===== src/rtl/tmt_div.sv =====
`timescale 1ns / 1ps
`default_nettype none

// Restoring divider, one quotient bit per cycle.
module tmt_div #(
    parameter int NUM_W = 28,
    parameter int DEN_W = 12
) (
    input  wire logic             i_clk,
    input  wire logic             i_rst_n,
    input  wire logic             i_start,
    input  wire logic [NUM_W-1:0] i_num,
    input  wire logic [DEN_W-1:0] i_den,
    output logic                  o_done,
    output logic      [NUM_W-1:0] o_quo
);

    localparam int CNT_W = $clog2(NUM_W + 1);

    logic             r_busy;
    logic             r_done;
    logic [CNT_W-1:0] r_cnt;
    logic [DEN_W-1:0] r_rem;
    logic [NUM_W-1:0] r_quo;
    logic [DEN_W-1:0] r_den;

    logic [DEN_W:0]   w_rem_sh;
    logic             w_ge;
    logic [DEN_W:0]   w_rem_nx;

    assign w_rem_sh = {r_rem, r_quo[NUM_W-1]};
    assign w_ge     = (w_rem_sh >= {1'b0, r_den});
    assign w_rem_nx = w_ge ? (w_rem_sh - {1'b0, r_den}) : w_rem_sh;

    always_ff @(posedge i_clk) begin
        if (!i_rst_n) begin
            r_busy <= 1'b0;
            r_done <= 1'b0;
            r_cnt  <= '0;
        end else begin
            r_done <= 1'b0;
            if (i_start) begin
                r_busy <= 1'b1;
                r_cnt  <= CNT_W'(NUM_W);
            end else if (r_busy) begin
                r_cnt <= r_cnt - 1'b1;
                if (r_cnt == CNT_W'(1)) begin
                    r_busy <= 1'b0;
                    r_done <= 1'b1;
                end
            end
        end
    end

    always_ff @(posedge i_clk) begin
        if (i_start) begin
            r_rem <= '0;
            r_quo <= i_num;
            r_den <= i_den;
        end else if (r_busy) begin
            r_rem <= w_rem_nx[DEN_W-1:0];
            r_quo <= {r_quo[NUM_W-2:0], w_ge};
        end
    end

    assign o_done = r_done;
    assign o_quo  = r_quo;

endmodule

`default_nettype wire


===== config.mk =====
export PLATFORM = sky130hd
export DESIGN_NAME = tmt_div
export DESIGN_NICKNAME = d
export VERILOG_FILES = /design/src/rtl/tmt_div.sv
export SDC_FILE = /design/constraint.sdc
export NUM_CORES = 1
export LEC_CHECK = 0
export BUFFER_PORTS_ARGS = -buffer_cell sky130_fd_sc_hd__buf_2
export CAP_MARGIN = 5
export CORE_ASPECT_RATIO = 1.25
export CORE_MARGIN = 4
export CORE_UTILIZATION = 54
export DETAILED_ROUTE_END_ITERATION = 8
export PLACE_DENSITY_LB_ADDON = 0.15
export SLEW_MARGIN = 30
export SYNTH_ARGS = -nofsm -noshare
export SYNTH_HDL_FRONTEND = slang
export SYNTH_SLANG_ARGS = --single-unit
export TNS_END_PERCENT = 30

===== constraint.sdc =====
create_clock -name i_clk -period 2.4 [get_ports i_clk]
set_input_delay 0.24 -clock i_clk [delete_from_list [all_inputs] [get_ports i_clk]]
set_output_delay 0.24 -clock i_clk [all_outputs]
set_load 0.005 [all_outputs]

==> parameters.txt, run 1 <==
Parameter                              Value

Logic synthesis
  Share of flip-flops with an asynchronous set or reset ... 0
  Post-synthesis sequential element count ... 59
  Top_reg_cell synth ... sky130_fd_sc_hd__edfxtp_1
  Warning count from the yosys run ... 0
  Number of synthesized flops with an enable pin ... 40
  Sequential-to-total area share from yosys stat ... 0.512
  Post-synth top cells ... sky130_fd_sc_hd__edfxtp_1, sky130_fd_sc_hd__mux2_2, sky130_fd_sc_hd__inv_1
  Share of Yosys cell area claimed by the top area cell type ... 0.389
  Top area cells in the synthesized netlist ... sky130_fd_sc_hd__edfxtp_1, sky130_fd_sc_hd__dfxtp_1, sky130_fd_sc_hd__mux2_2
  Most repeated cell in the gate-level netlist after synthesis ... sky130_fd_sc_hd__edfxtp_1
  Synthesized area divided by synthesized cell count ... 12.0 um^2
  Post-synthesis cell area ... 3090 um^2
  Post-Synthesis Cells ... 258
  Net count of the mapped netlist ... 316
  Unique masters post-synth ... 50
  Largest area contributor in the netlist ... sky130_fd_sc_hd__edfxtp_1

Global routing
  Total Routing Usage GR ... 0.184
  Total grt overflow ... 0
  Number of antenna violations at the first check in global routing ... 0
  Via count of the first global-routing pass ... 2272
  Wire length of the first global-routing pass ... 9.85 mm
  Maximum number of pins on one net before global-route repair ... 32

Critical path
  Flop2flop setup slack ... 0.13 ns
  Data arrival at the endpoint of the critical path ... 2.53 ns
  Number of buffers and inverters on the critical path ... 1
  Crit path largest cell delay ... 0.39 ns
  Highest fanout seen on the critical path ... 14
  Crit. End Element ... flip-flop
  Number of stages on the worst setup path ... 8
  Critical-path cell with the highest stage delay ... sky130_fd_sc_hd__nor2_4
  WP data required ... 2.66 ns
  Worst Setup Start Kind ... flip-flop
  Worst Path Class, Setup ... reg -> reg
  Cell seen most often among critical-path stages ... sky130_fd_sc_hd__a211oi_2
  Logic depth of the worst register-to-register path ... 8
  Crit-path leading delay family ... simple AND/OR/NAND/NOR gates
  Series of cell instances along the critical path ... inv_1, ha_1, nand4_1, a211oi_2, a21oi_2, nor2_4, mux2_4, a211oi_2

Timing
  Unrepaired setup endpoints after global routing ... true
  Pin slew with the least headroom to its limit ... 0.465 ns
  Count of endpoints failing setup in the final report ... 0
  Worst-case headroom to the max-slew limit ... 0.689
  Period utilization ... 0.946
  Final critical path time including I/O delays and setup ... 2.27 ns
  Count of endpoints failing hold in the final timing report ... 0
  Highest achievable clock rate ... 441 MHz
  Worst clock skew on the final layout ... 0.00519 ns
  Pins Over Slew Limit ... 0
  Fin Hold WS ... 0.0874 ns
  Final setup TNS ... 0 ns

Floorplan
  Width of the die ... 75.6 um
  Floorplan Core Area ... 5480 um^2
  Number of rows created at floorplan ... 30
  I/O pins ... 72
  Overall die area ... 7000 um^2
  Die height ... 92.5 um
  Starting Density ... 0.563

Layout
  Non-Filler Instances ... 405
  Number of nets in the layout ... 395
  Final instance area ... 3660 um^2
  Layout cell share with drive strength beyond 1 ... 0.381
  Area Overhead vs Synth ... 18.6%
  Antenna cells ... 0
  Final core area utilization ... 0.668
  Fillcell total ... 427

Clocking
  Max Buffers Root-to-Sink ... 2
  Sinks on Clock Net ... 59
  CTS clock-pin slew for the worst setup and hold paths ... 0.06 ns
  Maximum level of the CTS H-tree ... 3
  Number of clock buffers inserted by TritonCTS ... 9
  Post CTS Setup Buffer Count ... 0
  Insertion delay to the later sink of the worst-skew pair ... 0.33 ns
  Clock root buffer ... sky130_fd_sc_hd__clkbuf_8
  TritonCTS clock tree ... yes

Pwr
  Leakage power ... 1.55 nW
  VDD IR max ... 0.000530 V
  Power Dens Cells ... 690 nW/um^2

Detailed routing
  Aggregate routed wire length ... 5.85 mm
  WL/cell ... 14.4 um
  First DRT Iteration DRCs ... 73
  Vias post-DR ... 2153
  Count of TritonRoute iterations in the first routing pass ... 5
  Residual DRC count ... 0
  Post-DR vias/cell ... 5.32
  Number of nets still failing antenna checks after routing ... 0

Hold path
  Type of the most critical hold path ... in -> reg
  Number of cells on the worst hold path ... 1

Placed design
  Placed Instances ... 390
  HPWL after DPL ... 4.38 mm
  Placed cell area ... 3480 um^2
  Final RePlAce weighted congestion ... 0.864
  Total of buffers placed on input and output ports ... 71

Flow run
  Count of max-cap constraint violations ... 0

Run status
  Result of the run ... completed
## logic make-up (layout without fill, tap and decap cells)
| family | Yosys count | in the layout | synth area share |
|---|---|---|---|
| buffers and inverters | 28 | 111 | 0.0498 |
| AND/OR/NAND/NOR | 58 | 58 | 0.0948 |
| flip-flops | 59 | 59 | 0.512 |
| AO/OA/AOI/OAI | 50 | 50 | 0.116 |
| multiplexers | 37 | 37 | 0.133 |
| XOR/XNOR | 11 | 11 | 0.0312 |
| adder cells (fa/ha/maj) | 15 | 15 | 0.0632 |
## path summary, 6_finish.rpt
path / from / endpoint
max: r_den[7] / r_rem[0]
min: i_den[2] / r_den[2]
max reg2reg: r_den[7] / r_rem[0]
min reg2reg: r_rem[7] / r_rem[7]
## routing by layer
metal  GRT usage  share of wire  vias up
li1            -              -     1101
met1       0.225           0.43      987
met2       0.293           0.49       56
met3      0.0575          0.062        9
met4      0.0816          0.016        0
met5           0              0        -
## power breakdown
| group | internal (mW) | leakage, nW | switching [mW] | total (mW) |
|---|---|---|---|---|
| logic | 0.227 | 0.906 | 0.232 | 0.459 |
| registers | 1.19 | 0.556 | 0.0482 | 1.24 |
| clock network | 0.471 | 0.0902 | 0.359 | 0.830 |
## what timing repair did
item / in CTS / in global routing
gates resized for setup: 0 / 1
hold buffers: 0 / 0
hold endpoints to repair: 0 / 0
setup endpoints to repair: 0 / 2
## stage by stage
stage | power, mW | setup slack, ns
after floorplan | 1.57 | 0.397
after global placement | 1.71 | 0.212
after detailed placement | 1.72 | 0.164
after CTS | 2.55 | 0.145
after global routing | 2.66 | -0.0116
final | 2.53 | 0.130
## placed cells by master (no fill, tap or decap), types with 4 or more instances in the layout
| master | instances |
|---|---|
| sky130_fd_sc_hd__buf_2 | 71 |
| sky130_fd_sc_hd__edfxtp_1 | 40 |
| sky130_fd_sc_hd__mux2_2 | 28 |
| sky130_fd_sc_hd__inv_1 | 20 |
| sky130_fd_sc_hd__dfxtp_1 | 19 |
| sky130_fd_sc_hd__nor2_1 | 18 |
| sky130_fd_sc_hd__nand2_1 | 15 |
| sky130_fd_sc_hd__ha_1 | 14 |
| sky130_fd_sc_hd__a21oi_1 | 12 |
| sky130_fd_sc_hd__clkbuf_8 | 9 |
| sky130_fd_sc_hd__o21ai_0 | 8 |
| sky130_fd_sc_hd__mux2i_1 | 8 |
| sky130_fd_sc_hd__xor2_1 | 7 |
| sky130_fd_sc_hd__a211oi_1 | 5 |
| sky130_fd_sc_hd__buf_4 | 5 |
| sky130_fd_sc_hd__nor3b_1 | 4 |
| sky130_fd_sc_hd__xnor2_1 | 4 |
| sky130_fd_sc_hd__nor2b_1 | 4 |
| sky130_fd_sc_hd__nor3_1 | 4 |
## cell type report
class	count	area (um^2)	share of cell area
inverter	20	75.1	0.0205
clock inverter	3	40.0	0.0109
sequential	59	1580	0.432
timing repair buffer	76	393	0.107
multi-input combinational	171	1360	0.371
clock buffer	12	135	0.0369
tap	64	80.1	0.0219
## sequential cells by signal, indices dropped and copies added, names as in the netlist
| signal | flops |
|---|---|
| r_rem | 12 |
| r_busy | 1 |
| o_done | 1 |
| o_quo | 28 |
| r_cnt | 5 |
| r_den | 12 |
Note: power is estimated with default switching activity, not from simulation.
==> run 2, diff against run 1 <==
- ABC_AREA: default -> 1
==> run 2 against run 1 <==
Cell count is 37% higher. Count of clock-buffer cells in the layout is 1 higher. First-iteration DRC count is 58% higher. Critical endpoint is now o_quo[0]. Highest routed layer unchanged.
==> parameters.txt, run 2 <==
Parameter                              Value

Run status
  Result of the run ... completed

Detailed routing
  Count of TritonRoute iterations in the first routing pass ... 5
  Number of nets still failing antenna checks after routing ... 0
  First DRT Iteration DRCs ... 115
  Residual DRC count ... 0
  Aggregate routed wire length ... 6.86 mm
  Post-DR vias/cell ... 5.00
  WL/cell ... 12.3 um
  Vias post-DR ... 2782

Floorplan
  Overall die area ... 7310 um^2
  Floorplan Core Area ... 5820 um^2
  Starting Density ... 0.557
  Width of the die ... 77.3 um
  Die height ... 94.6 um
  I/O pins ... 72
  Number of rows created at floorplan ... 31

Pwr
  VDD IR max ... 0.000487 V
  Internal power component ... 1.73 mW
  Fraction of power consumed by the clock network ... 0.340
  Sequential share of power ... 0.522
  Switching fraction of total power ... 0.255
  Leakage power ... 2.00 nW
  Power Dens Cells ... 608 nW/um^2
  Proportion of power drawn by combinational gates ... 0.138
  Net switching power figure ... 0.592 mW

Clocking
  CTS clock-pin slew for the worst setup and hold paths ... 0.06 ns
  Number of clock buffers inserted by TritonCTS ... 9
  Sinks on Clock Net ... 59
  Max Buffers Root-to-Sink ... 2
  Maximum level of the CTS H-tree ... 3
  Post-cts hold buffer count ... 0
  Post CTS Setup Buffer Count ... 0
  TritonCTS clock tree ... yes
  Insertion delay to the later sink of the worst-skew pair ... 0.33 ns
  Clock root buffer ... sky130_fd_sc_hd__clkbuf_8
  PostCTS Resize Cnt ... 0

Layout
  Flip-flop count of the largest register, all copies and words added ... 28
  Sequential cell area in the final layout ... 1580 um^2
  Fillcell total ... 501
  Layout cell share with drive strength beyond 1 ... 0.212
  Most common cell after layout, fill and taps aside ... sky130_fd_sc_hd__nand2_1
  Number of nets in the layout ... 543
  Non-Filler Instances ... 556
  Most used cells in the layout excluding fill and tap cells ... sky130_fd_sc_hd__nand2_1, sky130_fd_sc_hd__buf_2, sky130_fd_sc_hd__inv_1
  Area Overhead vs Synth ... 18.1%
  Antenna cells ... 0
  Area used by multi-input combinational logic ... 1370 um^2

Timing
  Worst-case headroom to the max-slew limit ... 0.401
  Final setup TNS ... 0 ns
  Period utilization ... 0.878
  Highest achievable clock rate ... 475 MHz
  Count of endpoints failing hold in the final timing report ... 0
  Unrepaired setup endpoints after global routing ... false
  Pins Over Slew Limit ... 0
  Worst clock skew on the final layout ... 0.00902 ns
  Pin slew with the least headroom to its limit ... 0.895 ns
  Fin Hold WS ... 0.0842 ns
  Count of endpoints failing setup in the final report ... 0
  Final critical path time including I/O delays and setup ... 2.11 ns

Logic synthesis
  Share of Yosys cell area claimed by the top area cell type ... 0.371
  Share of flip-flops with an asynchronous set or reset ... 0
  Post-synthesis sequential element count ... 59
  Most repeated cell in the gate-level netlist after synthesis ... sky130_fd_sc_hd__nand2_1
  Post-Synthesis Cells ... 411
  Net count of the mapped netlist ... 469
  Post-synthesis cell area ... 3240 um^2
  Post-synth top cells ... sky130_fd_sc_hd__nand2_1, sky130_fd_sc_hd__inv_1, sky130_fd_sc_hd__edfxtp_1
  Sequential-to-total area share from yosys stat ... 0.488
  Warning count from the yosys run ... 0
  Synthesized area divided by synthesized cell count ... 7.88 um^2
  Top_reg_cell synth ... sky130_fd_sc_hd__edfxtp_1
  Largest area contributor in the netlist ... sky130_fd_sc_hd__edfxtp_1
  Top area cells in the synthesized netlist ... sky130_fd_sc_hd__edfxtp_1, sky130_fd_sc_hd__nand2_1, sky130_fd_sc_hd__dfxtp_1
  Unique masters post-synth ... 30
  Number of synthesized flops with an enable pin ... 40

Placed design
  Total of buffers placed on input and output ports ... 71
  HPWL after DPL ... 5.02 mm
  Placed Instances ... 540
  Final RePlAce weighted congestion ... 0.871

Global routing
  Maximum number of pins on one net before global-route repair ... 42
  Total grt overflow ... 0
  Wire length of the first global-routing pass ... 11.6 mm
  Via count of the first global-routing pass ... 2674
  Number of antenna violations at the first check in global routing ... 0
  Total Routing Usage GR ... 0.199

Hold path
  Type of the most critical hold path ... in -> reg

Flow run
  Count of max-cap constraint violations ... 0

Critical path
  Crit. End Element ... flip-flop
  Data arrival at the endpoint of the critical path ... 2.19 ns
  Worst Setup Start Kind ... flip-flop
  Highest fanout seen on the critical path ... 14
  WP data required ... 2.49 ns
  Worst Path Class, Setup ... reg -> reg
==> run 2: cell types whose count changed in the layout (fill, tap and decap cells not counted), moves of 5 or more <==
cell                      change
sky130_fd_sc_hd__nand3_1     +24
sky130_fd_sc_hd__o21ai_0      -7
sky130_fd_sc_hd__nand3_2      +5
sky130_fd_sc_hd__nand2_1    +156
sky130_fd_sc_hd__a21oi_1      -8
sky130_fd_sc_hd__mux2_2      -28
sky130_fd_sc_hd__nand4_1     +14
sky130_fd_sc_hd__mux2i_1      -8
sky130_fd_sc_hd__inv_1       +37
sky130_fd_sc_hd__xor2_1       -6
==> run 2: area by class of cell <==
| type | count | share of cell area |
|---|---|---|
| clock buffer | 13 | 0.0415 |
| multi-input combinational | 279 | 0.358 |
| sequential | 59 | 0.413 |
| timing repair buffer | 76 | 0.103 |
| clock inverter | 3 | 0.00360 |
| inverter | 60 | 0.0589 |
| tap | 66 | 0.0216 |
==> run 2: power by group through the flow <==
| stage | clock (mW) | sequential, mW | combinational, mW |
|---|---|---|---|
| 6_report | 0.790 | 1.21 | 0.322 |
| 5_1_grt | 0.867 | 1.22 | 0.366 |
| 4_1_cts | 0.815 | 1.21 | 0.325 |
| 3_5_place_dp | 0 | 1.23 | 0.324 |
| 3_3_place_gp | 0 | 1.23 | 0.317 |
| 2_1_floorplan | 0 | 1.24 | 0.187 |
==> run 2: worst max-delay path, stage by stage (launching register included) <==
cell	delay, ns
sky130_fd_sc_hd__edfxtp_1	0.32
sky130_fd_sc_hd__inv_1	0.04
sky130_fd_sc_hd__ha_1	0.36
sky130_fd_sc_hd__nand2_1	0.09
sky130_fd_sc_hd__nand2_1	0.06
sky130_fd_sc_hd__nand2_1	0.08
sky130_fd_sc_hd__nand3_2	0.11
sky130_fd_sc_hd__nand2_2	0.23
sky130_fd_sc_hd__nand3_2	0.34
sky130_fd_sc_hd__nand2_1	0.17
sky130_fd_sc_hd__nand2_1	0.05
==> run 2: logic make-up after synthesis <==
kind of cell / Yosys count / share of synthesized area
buf+inv: 73 / 0.0885
simple gates: 246 / 0.324
flops: 59 / 0.488
compound gates: 13 / 0.0251
xor+xnor: 5 / 0.0135
fa+ha+maj: 15 / 0.0603
==> run 2: stage by stage <==
step                      utilization  setup WS (ns)  power (mW)  instance area, um^2
after global routing            0.658         0.0977        2.46                 3830
after CTS                       0.658          0.284        2.35                 3830
final                           0.658          0.294        2.33                 3830
after global placement          0.628          0.324        1.55                 3650
after floorplan                     -          0.661        1.42                 3240
after detailed placement        0.628          0.281        1.56                 3650
==> run 2: final timing paths <==
kind,start,end,slack [ns],cells past startpoint
min reg2reg,r_cnt[4],r_cnt[4],0.47,2
min,i_den[4],r_den[4],0.08,1
max,r_den[2],o_quo[0],0.29,10
max reg2reg,r_den[2],o_quo[0],0.29,10
==> run 2: layer usage <==
layer,up-vias,GRT usage,share of wire
met4,0,0.0861,0.016
met5,-,0,0
li1,1454,-,-
met2,68,0.338,0.48
met1,1250,0.232,0.44
met3,10,0.0639,0.062
==> run 3, diff against run 2 <==
- RECOVER_POWER: default -> 100
==> run 3 against run 2 <==
Total power decreased by 0.44%. Cell area decreased by 1.5%. Count of clock-buffer cells in the layout unchanged. Flip-flop and latch count unchanged. Global-route usage unchanged. Non-clock buffer count unchanged. Clock skew increased by 0.00063 ns.
==> parameters.txt, run 3 (same netlist as run 2, synthesis figures left out) <==
Parameter                              Value

Floorplan
  Floorplan Core Area ... 5820 um^2
  Overall die area ... 7310 um^2
  Number of rows created at floorplan ... 31
  Starting Density ... 0.557
  Width of the die ... 77.3 um
  Die height ... 94.6 um
  I/O pins ... 72

Clocking
  Max Buffers Root-to-Sink ... 2
  PostCTS Resize Cnt ... 0
  Maximum level of the CTS H-tree ... 3
  Clock root buffer ... sky130_fd_sc_hd__clkbuf_8
  Post CTS Setup Buffer Count ... 0
  Number of clock buffers inserted by TritonCTS ... 9
  Sinks on Clock Net ... 59
  TritonCTS clock tree ... yes
  Post-cts hold buffer count ... 0
  CTS clock-pin slew for the worst setup and hold paths ... 0.06 ns
  Insertion delay to the later sink of the worst-skew pair ... 0.33 ns

Critical path
  Crit-path leading delay family ... simple AND/OR/NAND/NOR gates
  Critical-path cell with the highest stage delay ... sky130_fd_sc_hd__ha_1
  Data arrival at the endpoint of the critical path ... 2.22 ns
  Cell seen most often among critical-path stages ... sky130_fd_sc_hd__nand2_1
  Worst r2r src ... r_den[2]
  Flop2flop setup slack ... 0.27 ns
  Worst Path Class, Setup ... reg -> reg
  WP data required ... 2.49 ns
  Logic depth of the worst register-to-register path ... 10
  Series of cell instances along the critical path ... inv_1, ha_1, nand2_1, nand2_1, nand2_1, nand3_1, nand2_2, nand3_2, nand2_1, nand2_1
  Reg-to-reg critical path endpoint ... o_quo[0]
  Highest fanout seen on the critical path ... 14
  Crit path largest cell delay ... 0.36 ns
  Crit. End Element ... flip-flop
  Number of buffers and inverters on the critical path ... 1
  Worst Setup Start Kind ... flip-flop

Timing
  Worst clock skew on the final layout ... 0.00964 ns
  Unrepaired setup endpoints after global routing ... false
  Final setup TNS ... 0 ns
  Final critical path time including I/O delays and setup ... 2.13 ns
  Count of endpoints failing hold in the final timing report ... 0
  Worst-case headroom to the max-slew limit ... 0.404
  Pins Over Slew Limit ... 0
  Highest achievable clock rate ... 469 MHz
  Pin slew with the least headroom to its limit ... 0.890 ns
  Count of endpoints failing setup in the final report ... 0
  Period utilization ... 0.888

Layout
  Most common cell after layout, fill and taps aside ... sky130_fd_sc_hd__nand2_1
  Sequential cell area in the final layout ... 1580 um^2
  Antenna cells ... 0
  Layout cell share with drive strength beyond 1 ... 0.157
  Area used by multi-input combinational logic ... 1350 um^2
  Fillcell total ... 518
  Flip-flop count of the largest register, all copies and words added ... 28
  Area Overhead vs Synth ... 16.4%
  Number of nets in the layout ... 543
  Final instance area ... 3770 um^2
  Most used cells in the layout excluding fill and tap cells ... sky130_fd_sc_hd__nand2_1, sky130_fd_sc_hd__inv_1, sky130_fd_sc_hd__buf_2

Detailed routing
  First DRT Iteration DRCs ... 118
  Number of nets still failing antenna checks after routing ... 0
  Vias post-DR ... 2796
  Residual DRC count ... 0
  WL/cell ... 12.3 um
  Post-DR vias/cell ... 5.03
  Aggregate routed wire length ... 6.86 mm
  Count of TritonRoute iterations in the first routing pass ... 4

Global routing
  Maximum number of pins on one net before global-route repair ... 42
  Via count of the first global-routing pass ... 2674
  Total Routing Usage GR ... 0.199
  Wire length of the first global-routing pass ... 11.6 mm
  Total grt overflow ... 0
  Number of antenna violations at the first check in global routing ... 0

Hold path
  Capture endpoint of the worst hold path ... r_den[1]
  Number of cells on the worst hold path ... 1
  Type of the most critical hold path ... in -> reg
  Startpoint of the worst hold path ... i_den[1]

Flow run
  Count of max-cap constraint violations ... 0

Run status
  Result of the run ... completed

Placed design
  Total of buffers placed on input and output ports ... 71
  HPWL after DPL ... 5.02 mm
  Final RePlAce weighted congestion ... 0.871
  Placed cell area ... 3650 um^2

Pwr
  Leakage power ... 1.92 nW
  Power Dens Cells ... 614 nW/um^2
  VDD IR max ... 0.000486 V
-- run 3: cell count changes in the layout (fill, tap and decap cells not counted), sizes merged --
cell,previous run,this run
clkbuf,13,38
buf,76,51
-- run 3: where the power goes --
group | leakage [nW] | switching [mW] | internal, mW
clock | 0.0908 | 0.366 | 0.425
sequential | 0.560 | 0.0383 | 1.18
combinational | 1.27 | 0.188 | 0.121
total | 1.92 | 0.593 | 1.72
-- run 3: routing by layer --
layer / wire [um] / global-route usage / part of all wire / vias to the layer above
met2: 3330 / 0.338 / 0.48 / 76
met4: 122 / 0.0861 / 0.018 / 0
met5: 0 / 0 / 0 / -
li1: - / - / - / 1453
met3: 467 / 0.0639 / 0.068 / 13
met1: 2950 / 0.232 / 0.43 / 1254
-- run 3: worst max path at each step --
stage / from / cells after the start / end / slack [ns]
CTS: r_den[2] / 10 / o_quo[0] / 0.28
finish: r_den[2] / 10 / o_quo[0] / 0.27
global route: r_den[2] / 10 / o_quo[0] / 0.07
global placement: r_den[4] / 10 / o_quo[0] / 0.32
detailed placement: r_den[2] / 10 / o_quo[0] / 0.28
floorplan: o_quo[27] / 11 / r_rem[6] / 0.66
-- run 3: area by class of cell --
cell class / count / area share
inverter: 60 / 0.0597
multi-input combinational: 279 / 0.358
clock buffer: 13 / 0.0422
timing repair buffer: 76 / 0.0946
tap: 66 / 0.0219
sequential: 59 / 0.420
clock inverter: 3 / 0.00365
-- run 3: metrics by stage --
stage               worst slack (ns)  hold WS [ns]  total power, mW  instances   util
floorplan                      0.661         0.339             1.42        411      -
finish                         0.269        0.0822             2.32        556  0.648
global route                  0.0711        0.0628             2.44        556  0.648
CTS                            0.284        0.0667             2.35        556  0.658
detailed placement             0.281         0.418             1.56        540  0.628
global placement               0.324         0.417             1.55        540  0.628
-- run 3: worst reg2reg max path, delay by kind of cell (launching register included) --
| kind | cells | cell delay, ns |
|---|---|---|
| adder cells (fa/ha/maj) | 1 | 0.36 |
| flip-flops | 1 | 0.32 |
| AND/OR/NAND/NOR | 8 | 1.16 |
| buffers and inverters | 1 | 0.04 |
